<file path="src/rtl/core/cht_pkg.sv">
// Shared types, constants and command/status structs for the chained hash table.
package cht_pkg;

  localparam int DEF_BUCKETS = 32;
  localparam int DEF_POOL = 32;
  localparam int MAX_OUT = 32;

  localparam int TS_W = 6;
  localparam int KEY_W = 16;
  localparam int NAME_W = 8;
  localparam int ORDER_W = 16;
  localparam int STATUS_W = 2;
  localparam int BIDX_W = 5;
  localparam int REC_W = KEY_W + NAME_W + ORDER_W;

  localparam logic [TS_W-1:0] TABLE_SIZE_RESET = TS_W'(30);

  typedef enum logic {
    CMD_INSERT = 1'b0,
    CMD_DUMP   = 1'b1
  } cmd_t;

  typedef enum logic [STATUS_W-1:0] {
    ST_DUMPED   = 2'd0,
    ST_INSERTED = 2'd1,
    ST_FULL     = 2'd2,
    ST_EMPTY    = 2'd3
  } status_t;

  typedef enum logic {
    PUSH_RESP = 1'b0,
    PUSH_PEND = 1'b1
  } push_sel_t;

  typedef struct packed {
    logic      accept;
    logic      load;
    logic      mod_step;
    logic      ins_write;
    logic      head_set;
    logic      link_set;
    logic      used_inc;
    logic      cur_from_head;
    logic      cur_from_link;
    logic      bkt_clear;
    logic      bkt_inc;
    logic      capture;
    logic      push;
    push_sel_t push_sel;
    status_t   push_status;
    logic      push_last;
  } cht_cmd_t;

  typedef struct packed {
    logic in_valid;
    logic in_dump;
    logic mod_last;
    logic full;
    logic head_ok;
    logic bkt_end;
    logic link_ok;
    logic pend_valid;
    logic can_push;
    logic cap_last;
  } cht_stat_t;

endpackage

</file>
<file path="src/rtl/core/cht_if.sv">
// Channel interfaces: input items, result items and the configuration write.
interface cht_item_if;
  logic                         valid;
  logic                         ready;
  logic                         cmd;
  logic [cht_pkg::KEY_W-1:0]    record_key;
  logic [cht_pkg::NAME_W-1:0]   record_name;
  logic [cht_pkg::ORDER_W-1:0]  record_order;

  modport source (output valid, cmd, record_key, record_name, record_order, input ready);
  modport sink (input valid, cmd, record_key, record_name, record_order, output ready);
endinterface

interface cht_result_if;
  logic                          valid;
  logic                          ready;
  logic [cht_pkg::STATUS_W-1:0]  status;
  logic [cht_pkg::BIDX_W-1:0]    bucket_index;
  logic [cht_pkg::KEY_W-1:0]     out_key;
  logic [cht_pkg::NAME_W-1:0]    out_name;
  logic [cht_pkg::ORDER_W-1:0]   out_order;
  logic                          last_result;

  modport source (output valid, status, bucket_index, out_key, out_name, out_order,
                  last_result, input ready);
  modport sink (input valid, status, bucket_index, out_key, out_name, out_order,
                last_result, output ready);
endinterface

interface cht_cfg_if;
  logic                      valid;
  logic                      ready;
  logic [cht_pkg::TS_W-1:0]  table_size;

  modport source (output valid, table_size, input ready);
  modport sink (input valid, table_size, output ready);
endinterface

</file>
<file path="src/rtl/core/chained_hash_table_core.sv">
// Top level of the chained hash table: controller plus datapath.
//
// item_in carries one item per valid/ready handshake: an insert (cmd 0) with key,
// name and order, or a dump (cmd 1). result_out delivers result items with a
// last_result marker on the final one of each item. The user must write table_size
// through cfg only while idle; the block itself does not enforce this. Insert: an
// accept step, a bit-serial key modulo, then a walk to the chain tail with one link
// memory read per step, then the result; an empty bucket takes the record as head.
// Dump: the sweep visits every bucket in use, reads the head of each non-empty
// bucket, then each record and its link from the pool memories, and ends with the
// final result; the sweep is the rate limit.
// One item is in work at a time; item_in.ready is high only between items, and an
// item is taken while the previous final result still waits in the output register.
// When result_out stalls the controller holds its state until the output register
// frees. Reset clears the bucket valid flags, the pool count and the output register;
// no clearing pass runs and table_size returns to 30.
module chained_hash_table_core #(
  parameter int BUCKETS = cht_pkg::DEF_BUCKETS,
  parameter int POOL = cht_pkg::DEF_POOL
) (
  input  logic         clk,
  input  logic         rst,
  cht_item_if.sink     item_in,
  cht_result_if.source result_out,
  cht_cfg_if.sink      cfg
);

  cht_pkg::cht_cmd_t  cmd;
  cht_pkg::cht_stat_t stat;

  cht_ctrl u_ctrl (
    .clk (clk),
    .rst (rst),
    .stat(stat),
    .cmd (cmd)
  );

  cht_datapath #(.BUCKETS(BUCKETS), .POOL(POOL)) u_datapath (
    .clk       (clk),
    .rst       (rst),
    .item_in   (item_in),
    .result_out(result_out),
    .cfg       (cfg),
    .cmd       (cmd),
    .stat      (stat)
  );

endmodule

</file>
<file path="src/rtl/core/cht_ram.sv">
// Generic single-write, single-read RAM with registered read data.
module cht_ram #(
  parameter int WIDTH = 8,
  parameter int DEPTH = 32
) (
  input  logic                     clk,
  input  logic                     we,
  input  logic [$clog2(DEPTH)-1:0] waddr,
  input  logic [WIDTH-1:0]         wdata,
  input  logic [$clog2(DEPTH)-1:0] raddr,
  output logic [WIDTH-1:0]         rdata
);

  logic [WIDTH-1:0] mem [DEPTH];

  always_ff @(posedge clk) begin
    if (we) begin
      mem[waddr] <= wdata;
    end
    rdata <= mem[raddr];
  end

endmodule

</file>
<file path="src/rtl/core/cht_datapath.sv">
// Datapath: config register, modulo unit, pool memories, chain cursor and output register.
module cht_datapath #(
  parameter int BUCKETS = cht_pkg::DEF_BUCKETS,
  parameter int POOL = cht_pkg::DEF_POOL
) (
  input  logic              clk,
  input  logic              rst,
  cht_item_if.sink          item_in,
  cht_result_if.source      result_out,
  cht_cfg_if.sink           cfg,
  input  cht_pkg::cht_cmd_t cmd,
  output cht_pkg::cht_stat_t stat
);

  localparam int IW = $clog2(POOL);
  localparam int BW = $clog2(BUCKETS);
  localparam int UW = $clog2(POOL + 1);
  localparam int NW = $clog2(cht_pkg::MAX_OUT + 1);
  localparam int CW = $clog2(cht_pkg::KEY_W);
  localparam int TS_W = cht_pkg::TS_W;
  localparam int KEY_W = cht_pkg::KEY_W;
  localparam int NAME_W = cht_pkg::NAME_W;
  localparam int ORDER_W = cht_pkg::ORDER_W;
  localparam int REC_W = cht_pkg::REC_W;
  localparam int BIDX_W = cht_pkg::BIDX_W;

  logic [TS_W-1:0]    table_size;
  logic [TS_W-1:0]    nb;
  logic [KEY_W-1:0]   key_q;
  logic [NAME_W-1:0]  name_q;
  logic [ORDER_W-1:0] order_q;
  logic [KEY_W-1:0]   shift;
  logic [CW-1:0]      mcnt;
  logic [TS_W-1:0]    bucket;
  logic [TS_W-1:0]    rem_sh;
  logic [TS_W-1:0]    rem_next;
  logic [UW-1:0]      used;
  logic [IW-1:0]      slot;
  logic [BUCKETS-1:0] head_ok;
  logic [BW-1:0]      bidx;
  logic [IW-1:0]      cur;
  logic [NW-1:0]      n;

  logic [IW-1:0]      head_rdata;
  logic               link_we;
  logic [IW-1:0]      link_waddr;
  logic [IW:0]        link_wdata;
  logic [IW:0]        link_rdata;
  logic [REC_W-1:0]   rec_rdata;

  logic               pend_valid;
  logic [BIDX_W-1:0]  pend_bucket;
  logic [REC_W-1:0]   pend_rec;

  logic                      res_valid;
  cht_pkg::status_t          res_status;
  logic [BIDX_W-1:0]         res_bucket;
  logic [REC_W-1:0]          res_rec;
  logic                      res_last;
  logic                      can_push;

  always_comb begin
    priority if (table_size == '0) begin
      nb = TS_W'(1);
    end else if (table_size > TS_W'(BUCKETS)) begin
      nb = TS_W'(BUCKETS);
    end else begin
      nb = table_size;
    end
  end

  assign rem_sh = {bucket[TS_W-2:0], shift[KEY_W-1]};
  assign rem_next = (rem_sh >= nb) ? rem_sh - nb : rem_sh;
  assign slot = used[IW-1:0];
  assign bidx = bucket[BW-1:0];
  assign can_push = !res_valid || result_out.ready;

  assign cfg.ready = !rst;
  assign item_in.ready = cmd.accept && !rst;

  always_ff @(posedge clk) begin
    if (rst) begin
      table_size <= cht_pkg::TABLE_SIZE_RESET;
    end else if (cfg.valid) begin
      table_size <= cfg.table_size;
    end
  end

  always_ff @(posedge clk) begin
    if (cmd.load && item_in.valid) begin
      key_q <= item_in.record_key;
      name_q <= item_in.record_name;
      order_q <= item_in.record_order;
      shift <= item_in.record_key;
      mcnt <= '0;
    end else if (cmd.mod_step) begin
      shift <= {shift[KEY_W-2:0], 1'b0};
      mcnt <= mcnt + CW'(1);
    end
  end

  always_ff @(posedge clk) begin
    if (cmd.bkt_clear || (cmd.load && item_in.valid)) begin
      bucket <= '0;
    end else if (cmd.mod_step) begin
      bucket <= rem_next;
    end else if (cmd.bkt_inc) begin
      bucket <= bucket + TS_W'(1);
    end
  end

  always_ff @(posedge clk) begin
    if (rst) begin
      used <= '0;
      head_ok <= '0;
    end else begin
      if (cmd.used_inc) begin
        used <= used + UW'(1);
      end
      if (cmd.head_set) begin
        head_ok[bidx] <= 1'b1;
      end
    end
  end

  always_ff @(posedge clk) begin
    if (cmd.cur_from_head) begin
      cur <= head_rdata;
    end else if (cmd.cur_from_link) begin
      cur <= link_rdata[IW-1:0];
    end
  end

  assign link_we = cmd.ins_write || cmd.link_set;
  assign link_waddr = cmd.link_set ? cur : slot;
  assign link_wdata = cmd.link_set ? {1'b1, slot} : '0;

  cht_ram #(.WIDTH(IW), .DEPTH(BUCKETS)) u_head_ram (
    .clk  (clk),
    .we   (cmd.head_set),
    .waddr(bidx),
    .wdata(slot),
    .raddr(bidx),
    .rdata(head_rdata)
  );

  cht_ram #(.WIDTH(IW + 1), .DEPTH(POOL)) u_link_ram (
    .clk  (clk),
    .we   (link_we),
    .waddr(link_waddr),
    .wdata(link_wdata),
    .raddr(cur),
    .rdata(link_rdata)
  );

  cht_ram #(.WIDTH(REC_W), .DEPTH(POOL)) u_rec_ram (
    .clk  (clk),
    .we   (cmd.ins_write),
    .waddr(slot),
    .wdata({key_q, name_q, order_q}),
    .raddr(cur),
    .rdata(rec_rdata)
  );

  always_ff @(posedge clk) begin
    if (rst) begin
      pend_valid <= 1'b0;
      n <= '0;
    end else if (cmd.bkt_clear) begin
      pend_valid <= 1'b0;
      n <= '0;
    end else if (cmd.capture) begin
      pend_valid <= 1'b1;
      n <= n + NW'(1);
    end
  end

  always_ff @(posedge clk) begin
    if (cmd.capture) begin
      pend_bucket <= bucket[BIDX_W-1:0];
      pend_rec <= rec_rdata;
    end
  end

  always_ff @(posedge clk) begin
    if (rst) begin
      res_valid <= 1'b0;
    end else if (cmd.push) begin
      res_valid <= 1'b1;
    end else if (result_out.ready) begin
      res_valid <= 1'b0;
    end
  end

  always_ff @(posedge clk) begin
    if (cmd.push) begin
      res_last <= cmd.push_last;
      unique case (cmd.push_sel)
        cht_pkg::PUSH_PEND: begin
          res_status <= cht_pkg::ST_DUMPED;
          res_bucket <= pend_bucket;
          res_rec <= pend_rec;
        end
        cht_pkg::PUSH_RESP: begin
          res_status <= cmd.push_status;
          res_bucket <= (cmd.push_status == cht_pkg::ST_EMPTY) ? '0 : bucket[BIDX_W-1:0];
          res_rec <= '0;
        end
        default: begin
          res_status <= cmd.push_status;
          res_bucket <= '0;
          res_rec <= '0;
        end
      endcase
    end
  end

  assign result_out.valid = res_valid;
  assign result_out.status = res_status;
  assign result_out.bucket_index = res_bucket;
  assign result_out.out_key = res_rec[REC_W-1 -: KEY_W];
  assign result_out.out_name = res_rec[ORDER_W +: NAME_W];
  assign result_out.out_order = res_rec[ORDER_W-1:0];
  assign result_out.last_result = res_last;

  always_comb begin
    stat.in_valid = item_in.valid;
    stat.in_dump = (item_in.cmd == cht_pkg::CMD_DUMP);
    stat.mod_last = (mcnt == CW'(KEY_W - 1));
    stat.full = (used == UW'(POOL));
    stat.head_ok = head_ok[bidx];
    stat.bkt_end = (bucket >= nb);
    stat.link_ok = link_rdata[IW];
    stat.pend_valid = pend_valid;
    stat.can_push = can_push;
    stat.cap_last = (n == NW'(cht_pkg::MAX_OUT - 1));
  end

endmodule

</file>
<file path="src/rtl/core/cht_ctrl.sv">
// Controller: sequences modulo, chain walk on insert and the table sweep on dump.
module cht_ctrl (
  input  logic               clk,
  input  logic               rst,
  input  cht_pkg::cht_stat_t stat,
  output cht_pkg::cht_cmd_t  cmd
);

  typedef enum logic [3:0] {
    S_IDLE,
    S_MOD,
    S_INS_CHECK,
    S_INS_HEAD,
    S_INS_LREQ,
    S_INS_LCHK,
    S_INS_ACK,
    S_INS_FULL,
    S_DMP_BKT,
    S_DMP_HEAD,
    S_DMP_LREQ,
    S_DMP_REC,
    S_DMP_END
  } state_t;

  state_t state;
  state_t state_next;

  always_ff @(posedge clk) begin
    if (rst) begin
      state <= S_IDLE;
    end else begin
      state <= state_next;
    end
  end

  always_comb begin
    cmd = '0;
    cmd.push_sel = cht_pkg::PUSH_RESP;
    cmd.push_status = cht_pkg::ST_INSERTED;
    state_next = state;
    unique case (state)
      S_IDLE: begin
        cmd.accept = 1'b1;
        if (stat.in_valid) begin
          cmd.load = 1'b1;
          if (stat.in_dump) begin
            cmd.bkt_clear = 1'b1;
            state_next = S_DMP_BKT;
          end else begin
            state_next = S_MOD;
          end
        end
      end
      S_MOD: begin
        cmd.mod_step = 1'b1;
        if (stat.mod_last) begin
          state_next = S_INS_CHECK;
        end
      end
      S_INS_CHECK: begin
        priority if (stat.full) begin
          state_next = S_INS_FULL;
        end else if (stat.head_ok) begin
          cmd.ins_write = 1'b1;
          state_next = S_INS_HEAD;
        end else begin
          cmd.ins_write = 1'b1;
          cmd.head_set = 1'b1;
          cmd.used_inc = 1'b1;
          state_next = S_INS_ACK;
        end
      end
      S_INS_HEAD: begin
        cmd.cur_from_head = 1'b1;
        state_next = S_INS_LREQ;
      end
      S_INS_LREQ: begin
        state_next = S_INS_LCHK;
      end
      S_INS_LCHK: begin
        if (stat.link_ok) begin
          cmd.cur_from_link = 1'b1;
          state_next = S_INS_LREQ;
        end else begin
          cmd.link_set = 1'b1;
          cmd.used_inc = 1'b1;
          state_next = S_INS_ACK;
        end
      end
      S_INS_ACK: begin
        if (stat.can_push) begin
          cmd.push = 1'b1;
          cmd.push_status = cht_pkg::ST_INSERTED;
          cmd.push_last = 1'b1;
          state_next = S_IDLE;
        end
      end
      S_INS_FULL: begin
        if (stat.can_push) begin
          cmd.push = 1'b1;
          cmd.push_status = cht_pkg::ST_FULL;
          cmd.push_last = 1'b1;
          state_next = S_IDLE;
        end
      end
      S_DMP_BKT: begin
        priority if (stat.bkt_end) begin
          state_next = S_DMP_END;
        end else if (stat.head_ok) begin
          state_next = S_DMP_HEAD;
        end else begin
          cmd.bkt_inc = 1'b1;
        end
      end
      S_DMP_HEAD: begin
        cmd.cur_from_head = 1'b1;
        state_next = S_DMP_LREQ;
      end
      S_DMP_LREQ: begin
        state_next = S_DMP_REC;
      end
      S_DMP_REC: begin
        if (!stat.pend_valid || stat.can_push) begin
          cmd.capture = 1'b1;
          cmd.push = stat.pend_valid;
          cmd.push_sel = cht_pkg::PUSH_PEND;
          cmd.push_status = cht_pkg::ST_DUMPED;
          priority if (stat.cap_last) begin
            state_next = S_DMP_END;
          end else if (stat.link_ok) begin
            cmd.cur_from_link = 1'b1;
            state_next = S_DMP_LREQ;
          end else begin
            cmd.bkt_inc = 1'b1;
            state_next = S_DMP_BKT;
          end
        end
      end
      S_DMP_END: begin
        if (stat.can_push) begin
          cmd.push = 1'b1;
          cmd.push_last = 1'b1;
          if (stat.pend_valid) begin
            cmd.push_sel = cht_pkg::PUSH_PEND;
            cmd.push_status = cht_pkg::ST_DUMPED;
          end else begin
            cmd.push_status = cht_pkg::ST_EMPTY;
          end
          state_next = S_IDLE;
        end
      end
      default: begin
        state_next = S_IDLE;
      end
    endcase
  end

endmodule

</file>
<file path="src/flat_wrapper.sv">
// flat-port wrapper written by rule: the top's interface ports become plain ports
module chained_hash_table_core_flat 
#(
  parameter int BUCKETS = cht_pkg::DEF_BUCKETS,
  parameter int POOL = cht_pkg::DEF_POOL
)
  (clk, rst, item_in_valid, item_in_cmd, item_in_record_key, item_in_record_name, item_in_record_order, item_in_ready, result_out_valid, result_out_status, result_out_bucket_index, result_out_out_key, result_out_out_name, result_out_out_order, result_out_last_result, result_out_ready, cfg_valid, cfg_table_size, cfg_ready);
  cht_item_if item_in_i ();
  cht_result_if result_out_i ();
  cht_cfg_if cfg_i ();
  input  logic clk;
  input  logic rst;
  input wire logic [$bits(item_in_i.valid)-1:0] item_in_valid;
  input wire logic [$bits(item_in_i.cmd)-1:0] item_in_cmd;
  input wire logic [$bits(item_in_i.record_key)-1:0] item_in_record_key;
  input wire logic [$bits(item_in_i.record_name)-1:0] item_in_record_name;
  input wire logic [$bits(item_in_i.record_order)-1:0] item_in_record_order;
  output wire logic [$bits(item_in_i.ready)-1:0] item_in_ready;
  output wire logic [$bits(result_out_i.valid)-1:0] result_out_valid;
  output wire logic [$bits(result_out_i.status)-1:0] result_out_status;
  output wire logic [$bits(result_out_i.bucket_index)-1:0] result_out_bucket_index;
  output wire logic [$bits(result_out_i.out_key)-1:0] result_out_out_key;
  output wire logic [$bits(result_out_i.out_name)-1:0] result_out_out_name;
  output wire logic [$bits(result_out_i.out_order)-1:0] result_out_out_order;
  output wire logic [$bits(result_out_i.last_result)-1:0] result_out_last_result;
  input wire logic [$bits(result_out_i.ready)-1:0] result_out_ready;
  input wire logic [$bits(cfg_i.valid)-1:0] cfg_valid;
  input wire logic [$bits(cfg_i.table_size)-1:0] cfg_table_size;
  output wire logic [$bits(cfg_i.ready)-1:0] cfg_ready;
  assign item_in_i.valid = item_in_valid;
  assign item_in_i.cmd = item_in_cmd;
  assign item_in_i.record_key = item_in_record_key;
  assign item_in_i.record_name = item_in_record_name;
  assign item_in_i.record_order = item_in_record_order;
  assign item_in_ready = item_in_i.ready;
  assign result_out_valid = result_out_i.valid;
  assign result_out_status = result_out_i.status;
  assign result_out_bucket_index = result_out_i.bucket_index;
  assign result_out_out_key = result_out_i.out_key;
  assign result_out_out_name = result_out_i.out_name;
  assign result_out_out_order = result_out_i.out_order;
  assign result_out_last_result = result_out_i.last_result;
  assign result_out_i.ready = result_out_ready;
  assign cfg_i.valid = cfg_valid;
  assign cfg_i.table_size = cfg_table_size;
  assign cfg_ready = cfg_i.ready;
  chained_hash_table_core #(.BUCKETS(BUCKETS), .POOL(POOL)) u_core (.clk(clk), .rst(rst), .item_in(item_in_i), .result_out(result_out_i), .cfg(cfg_i));
endmodule
</file>
<file path="config.mk">
export PLATFORM = sky130hd
export DESIGN_NAME = chained_hash_table_core_flat
export DESIGN_NICKNAME = d
export VERILOG_FILES = /design/src/rtl/core/cht_pkg.sv /design/src/rtl/core/cht_if.sv /design/src/rtl/core/chained_hash_table_core.sv /design/src/rtl/core/cht_ram.sv /design/src/rtl/core/cht_datapath.sv /design/src/rtl/core/cht_ctrl.sv /design/src/flat_wrapper.sv
export SDC_FILE = /design/constraint.sdc
export NUM_CORES = 2
export LEC_CHECK = 0
export BUFFER_PORTS_ARGS = -buffer_cell sky130_fd_sc_hd__buf_2
export CORE_MARGIN = 2
export CORE_UTILIZATION = 56
export DETAILED_ROUTE_END_ITERATION = 16
export PLACE_DENSITY = 0.76
export SLEW_MARGIN = 10
export SYNTH_ARGS = -nofsm -noshare
export SYNTH_HDL_FRONTEND = slang
export SYNTH_SLANG_ARGS = --single-unit
</file>
<file path="constraint.sdc">
create_clock -name clk -period 3.9 [get_ports clk]
set_input_delay 0.78 -clock clk [delete_from_list [all_inputs] [get_ports clk]]
set_output_delay 0.78 -clock clk [all_outputs]
set_load 0.005 [all_outputs]
</file>
Word-level counts from Yosys, hierarchy flattened --
Memories as Yosys holds them, arrays and structs flattened. A register that Yosys moved wholly into a read port is not among the register bits. Index checks and enable logic that the tools add are counted. W data, S select, Z words.
Operators by class: add/subtract/negate cells 5, magnitude comparators 5, equal/unequal tests 21, mux-type cells 74, bitwise operators 2, reductions and logical operators 21
Operators with widths (count):
- $pmux W40 S2 | 1
- $pmux W4 S11 | 1
- $mux W6 | 7
- $mux W16 | 2
- $mux W4 | 8
- $or A32 B32 Y32 | 1
- $mux W1 | 29
- $mux W5 | 5
- $eq A4 B4 Y1 const B | 6
- $add A6 B1 Y6 const B | 3
- $eq A4 B3 Y1 const B | 4
- $mux W2 | 7
- $ge A6 B6 Y1 | 2
- $pmux W5 S2 | 1
- $mux W3 | 3
- $eq A4 B2 Y1 const B | 2
- $pmux W1 S2 | 4
- $pmux W2 S4 | 1
- $reduce_bool A2 Y1 | 4
- $eq A6 B5 Y1 const B | 1
- $eq A6 B6 Y1 const B | 1
- $gt A6 B6 Y1 const B | 1
- $logic_not A6 Y1 | 1
- $lt A5 B6 Y1 const B | 1
- 20 further kinds | 32
Storage, ports and cells: register bits 220, memory bits (writable) 1632, bits of input ports 52, output and inout port bits 51, logic and storage cells 151, memories kept 3
Memory list:
- u_core.u_datapath.u_rec_ram.mem | depth 32, bits a word 40, read ports 1, clocked after Yosys merged registers in 1, wr ports 1, line cht_ram.sv:14 | logic [WIDTH-1:0] mem [DEPTH];
- u_core.u_datapath.u_link_ram.mem | depth 32, bits a word 6, read ports 1, clocked after Yosys merged registers in 1, wr ports 1, line cht_ram.sv:14
- u_core.u_datapath.u_head_ram.mem | depth 32, bits a word 5, read ports 1, clocked after Yosys merged registers in 1, wr ports 1, line cht_ram.sv:14

Logic depth before layout (Yosys ltp) --
word-level depth 8, depth in mapped cells 14, mapped depth without buffers 13

Cells and area by module --
From an unflattened synthesis, not the netlist that was laid out.
Unflattened totals: cell total of the unflattened synthesis 4135, area total of the unflattened synthesis 73608.1 µm²
By module, submodules not included:
- cht_ram at u_core.u_datapath.u_rec_ram | instances 1, cells each 2813, area an instance 50564.7 µm², seq. area each 39237.6 µm²
- cht_datapath | instances 1, cells each 636, area an instance 8438.1 µm², seq. area each 5865.6 µm²
- cht_ram at u_core.u_datapath.u_link_ram | instances 1, cells each 323, area an instance 7589.8 µm², seq. area each 5885.6 µm²
- cht_ram at u_core.u_datapath.u_head_ram | instances 1, cells each 277, area an instance 6344.8 µm², seq. area each 4904.7 µm²
- cht_ctrl | instances 1, cells each 86, area an instance 670.6 µm², seq. area each 80.1 µm²

Worst setup path after synthesis --
No wires, ideal clock.
path type register to register, start point reg u_core.u_datapath.used[0], end point mem u_core.u_datapath.u_rec_ram.mem[15][0] (netlist name), enable pin, setup time 437 ps, data arrival time 3761 ps, required time 3463 ps, setup slack -299 ps, stages on the path, launching flop included 8, buffers on the path 0, clock period less this slack 4199 ps, cells stage by stage dfxtp_1 > inv_1 > ha_1 > nand2_1 > nor2_1 > nor4_2 > nand2_1 > nor2_1
On the way: longest elaborated chain between the ends 5
Ends and longest elaborated chain:
- start: declaration | line cht_datapath.sv:37 | logic [UW-1:0] used;
- start signal: assignment | line cht_datapath.sv:118 | used <= used + UW'(1);
- $eq A6 B6 Y1 | line cht_datapath.sv:230 | stat.full = (used == UW'(POOL));
- $mux W2 | line cht_ctrl.sv:61 | priority if (stat.full) begin
- $mux W2 | line cht_ctrl.sv:41 | unique case (state)
- $mux W1 | line cht_ram.sv:17 | if (we) begin
- $mux W1 (implied by the code) | line cht_ram.sv:18 | mem[waddr] <= wdata;
- end: declaration | line cht_ram.sv:14
Parallel ways exist; a longest one is shown, timed or not.

Worst setup path in the final report --
start point reg u_core.u_ctrl.state[3], end point out item_in_ready
On the way: longest elaborated chain between the ends 3
Ends and longest elaborated chain:
- start: declaration | line cht_ctrl.sv:25 | state_t state;
- start signal: assignment | line cht_ctrl.sv:32 | state <= state_next;
- $logic_not A4 Y1 | line cht_ctrl.sv:41
- $mux W2 | line cht_ctrl.sv:41
- $logic_and A1 B1 Y1 | line cht_datapath.sv:79 | assign item_in.ready = cmd.accept && !rst;
- end: declaration | line flat_wrapper.sv:18 | output wire logic [$bits(item_in_i.ready)-1:0] item_in_ready;
No other way between the ends.

==> results.json <==
{
  "antenna_left": 0,
  "worst_setup_path_start_kind": "flop",
  "cts_hold_buf": 0,
  "antenna_found_initial": 4,
  "portBuffers": 102,
  "fin_setup_tns_ns": 0,
  "path_clk_slew_ns": 0.06,
  "slew-limit-headroom_pct": 20.4,
  "fillers": 8086,
  "num_vias": 34600,
  "leakage_nw": 26.5,
  "routed_wl_mm": 168,
  "worst_pin_slew_ns": 1.19,
  "cts_max_path_buffers": 3,
  "worstPathArrival_ns": 2.63,
  "die_h_um": 363,
  "cp_top_family": "buffers and inverters",
  "cts_resized": 0,
  "grt_start_max_net_pins": 116,
  "setup_viol": 0,
  "synthArstFlopShare_pct": 0,
  "clock_latency_ns": 0.82,
  "p_switching_mw": 9.97,
  "synth_commonest_cells": "edfxtp_1 (1786), mux4_2 (503), nor2_1 (136)",
  "preCtsSetupSlack_ns": 0.530,
  "avgSynthCellArea_sq_um": 22.4,
  "yosysWarnings": 0,
  "synth_edf_count": 1786,
  "die_area_sq_mm": 0.132,
  "die_x_um": 363,
  "fin_crit_sh_pct": 87.5,
  "maxSlewViolCount": 0,
  "cts_made_buffers": 180,
  "cts_setup_buffers": 0,
  "timing.fmax_mhz": 293,
  "finClkSkew_ns": 0.0397,
  "avgRoutedWirePerCell_um": 31.7,
  "yosysSeqAreaShare_pct": 77.7,
  "nets": 3545,
  "pwr-share-comb_pct": 6.4,
  "drc": 0,
  "outcome": "completed",
  "worstPathCellList": "buf_4, nor2_1, and3_1, buf_2",
  "firstDrtPassIters": 5,
  "ff2ff_setup_slack_ns": 0.49,
  "crit_path_max_incr_delay_ns": 0.68,
  "ys_types": 64,
  "antennaDiodeCount": 0,
  "overflow": 0,
  "crit_fanout": 39,
  "cp-end-kind": "output pin",
  "ys.flop_type": "edfxtp_1",
  "area_growth_pct": 13.0,
  "io_pins": 103,
  "yosys.area.top_type": "edfxtp_1",
  "grtUsageTotal_pct": 25.9,
  "cts-root-buf": "clkbuf_16",
  "cap_violations": 0,
  "drt_first_iter_violations": 4477,
  "cts_sinks": 1903,
  "cell_internal_pwr_mw": 34.2,
  "min-delay-path-class": "in -> reg",
  "required_ns": 3.12,
  "post-route-util_pct": 63.8,
  "cts_tree": "yes",
  "syn_area_sq_mm": 0.0721,
  "dp_hpwl_mm": 88.9,
  "timing.final.ws_setup_ns": 0.486,
  "yosys.area.top_type_share_pct": 74.4,
  "powerDensity_mw_per_mm2": 542,
  "placed_area_sq_mm": 0.0756,
  "swShare_pct": 22.6,
  "coreArea_sq_mm": 0.128,
  "drive_above_1_share_pct": 30.1,
  "rows": 131,
  "pwr-share-clk_pct": 38.9,
  "layout_min_cycle_time_ns": 3.41,
  "htreeDepth": 4,
  "place_congestion": 0.868,
  "finalInstanceArea_sq_mm": 0.0814,
  "p_seq_share_pct": 54.6,
  "syn_nets": 3297,
  "crit_buf_inv": 2,
  "synth_cells": 3222,
  "synth.most_common_cell": "edfxtp_1",
  "initial_utilization_pct": 56.4,
  "ys_ff_latch": 1903,
  "fin_hold_ws_ns": 0.136,
  "cpMaxStageDelayCell": "dfxtp_2",
  "ir_worst_vdd_uv": 460,
  "critPathKind": "reg -> out",
  "hold_viol_final": 0,
  "yosys-top-cells-area": "edfxtp_1 (74%), mux4_2 (16%), dfxtp_1 (3.3%)",
  "grt_pass1_wl_mm": 243,
  "grt_pass1_vias": 35200,
  "grt_setup_unrepaired": "no",
  "avgViaCountPerCell": 6.56
}
[cell usage in the layout, fill, tap and decap left out, types with 46 or more instances in the layout]
cell type and count:
buf_2 102, nor2_1 103, buf_4 94, and3_1 46, clkbuf_16 185, edfxtp_1 1786
nand2_1 94, clkbuf_1 53, dfxtp_1 114, mux2_2 55, mux4_2 503
[sequential cells by signal (all words and copies together) (netlist names), 8 cells and up]
| name | cells |
|---|---|
| u_core.u_datapath.head_ok | 32 |
| u_core.u_datapath.key_q | 16 |
| u_core.u_datapath.name_q | 8 |
| u_core.u_datapath.order_q | 16 |
| u_core.u_datapath.pend_rec | 40 |
| u_core.u_datapath.res_rec | 40 |
| u_core.u_datapath.shift | 16 |
| u_core.u_datapath.u_head_ram.mem | 160 |
| u_core.u_datapath.u_link_ram.mem | 192 |
| u_core.u_datapath.u_rec_ram.mem | 1280 |
| u_core.u_datapath.u_rec_ram.rdata | 40 |
[cell type report]
class | count | area [sq um] | share of cell area (%)
clock buffer | 251 | 5010 | 6.15
clock inverter | 81 | 827 | 1.02
inverter | 19 | 72.6 | 0.0891
multi-input combinational | 1141 | 15700 | 19.2
sequential | 1903 | 56000 | 68.8
tap | 1662 | 2080 | 2.55
timing repair buffer | 225 | 1800 | 2.21
[routing by layer]
layer,wire length (um),vias to the layer above,global-route usage [%]
met5,41,-,0
met4,5520,6,9.28
met3,17200,366,6.71
met2,81000,2095,40.5
met1,63700,18200,35.7
li1,-,14000,-
[worst reg2reg max path, delay by kind of cell, from the launching register on]
| family | cells | cell delay [ns] |
|---|---|---|
| simple gates | 4 | 1.54 |
| flops | 1 | 0.64 |
| mux | 1 | 0.37 |
| buf+inv | 1 | 0.34 |
| compound gates | 1 | 0.15 |
[per-stage QoR]
stage               instances  power [mW]
floorplan                3222        26.1
global placement         4950        27.3
detailed placement       4950        27.4
CTS                      5282        44.4
global route             5282        45.4
finish                   5282        44.2
[worst paths after layout]
path | cells past startpoint | start | end
max | 4 | u_core.u_ctrl.state[3] | item_in_ready
min | 1 | item_in_record_name[4] | u_core.u_datapath.name_q[4]
min reg2reg | 0 | u_core.u_datapath.u_rec_ram.rdata[20] | u_core.u_datapath.pend_rec[20]
max reg2reg | 7 | u_core.u_datapath.bucket[1] | u_core.u_datapath.u_head_ram.mem[25][2]
[logic make-up after synthesis]
group	after synthesis	share of synthesized area, %
flip-flops	1903	77.7
multiplexers	583	16.9
adder cells (fa/ha/maj)	23	0.410
AND/OR/NAND/NOR	372	2.43
buffers and inverters	178	0.984
AO/OA/AOI/OAI	147	1.38
XOR/XNOR	16	0.194
[power groups by stage]
stage | Sequential (mW) | Combinational (mW) | Clock, mW
global placement | 24.5 | 2.78 | 0
finish | 24.1 | 2.84 | 17.2
global route | 24.2 | 3.03 | 18.2
floorplan | 24.1 | 2.00 | 0
CTS | 24.1 | 2.84 | 17.4
detailed placement | 24.5 | 2.81 | 0
(Power assumes the default switching activity.)
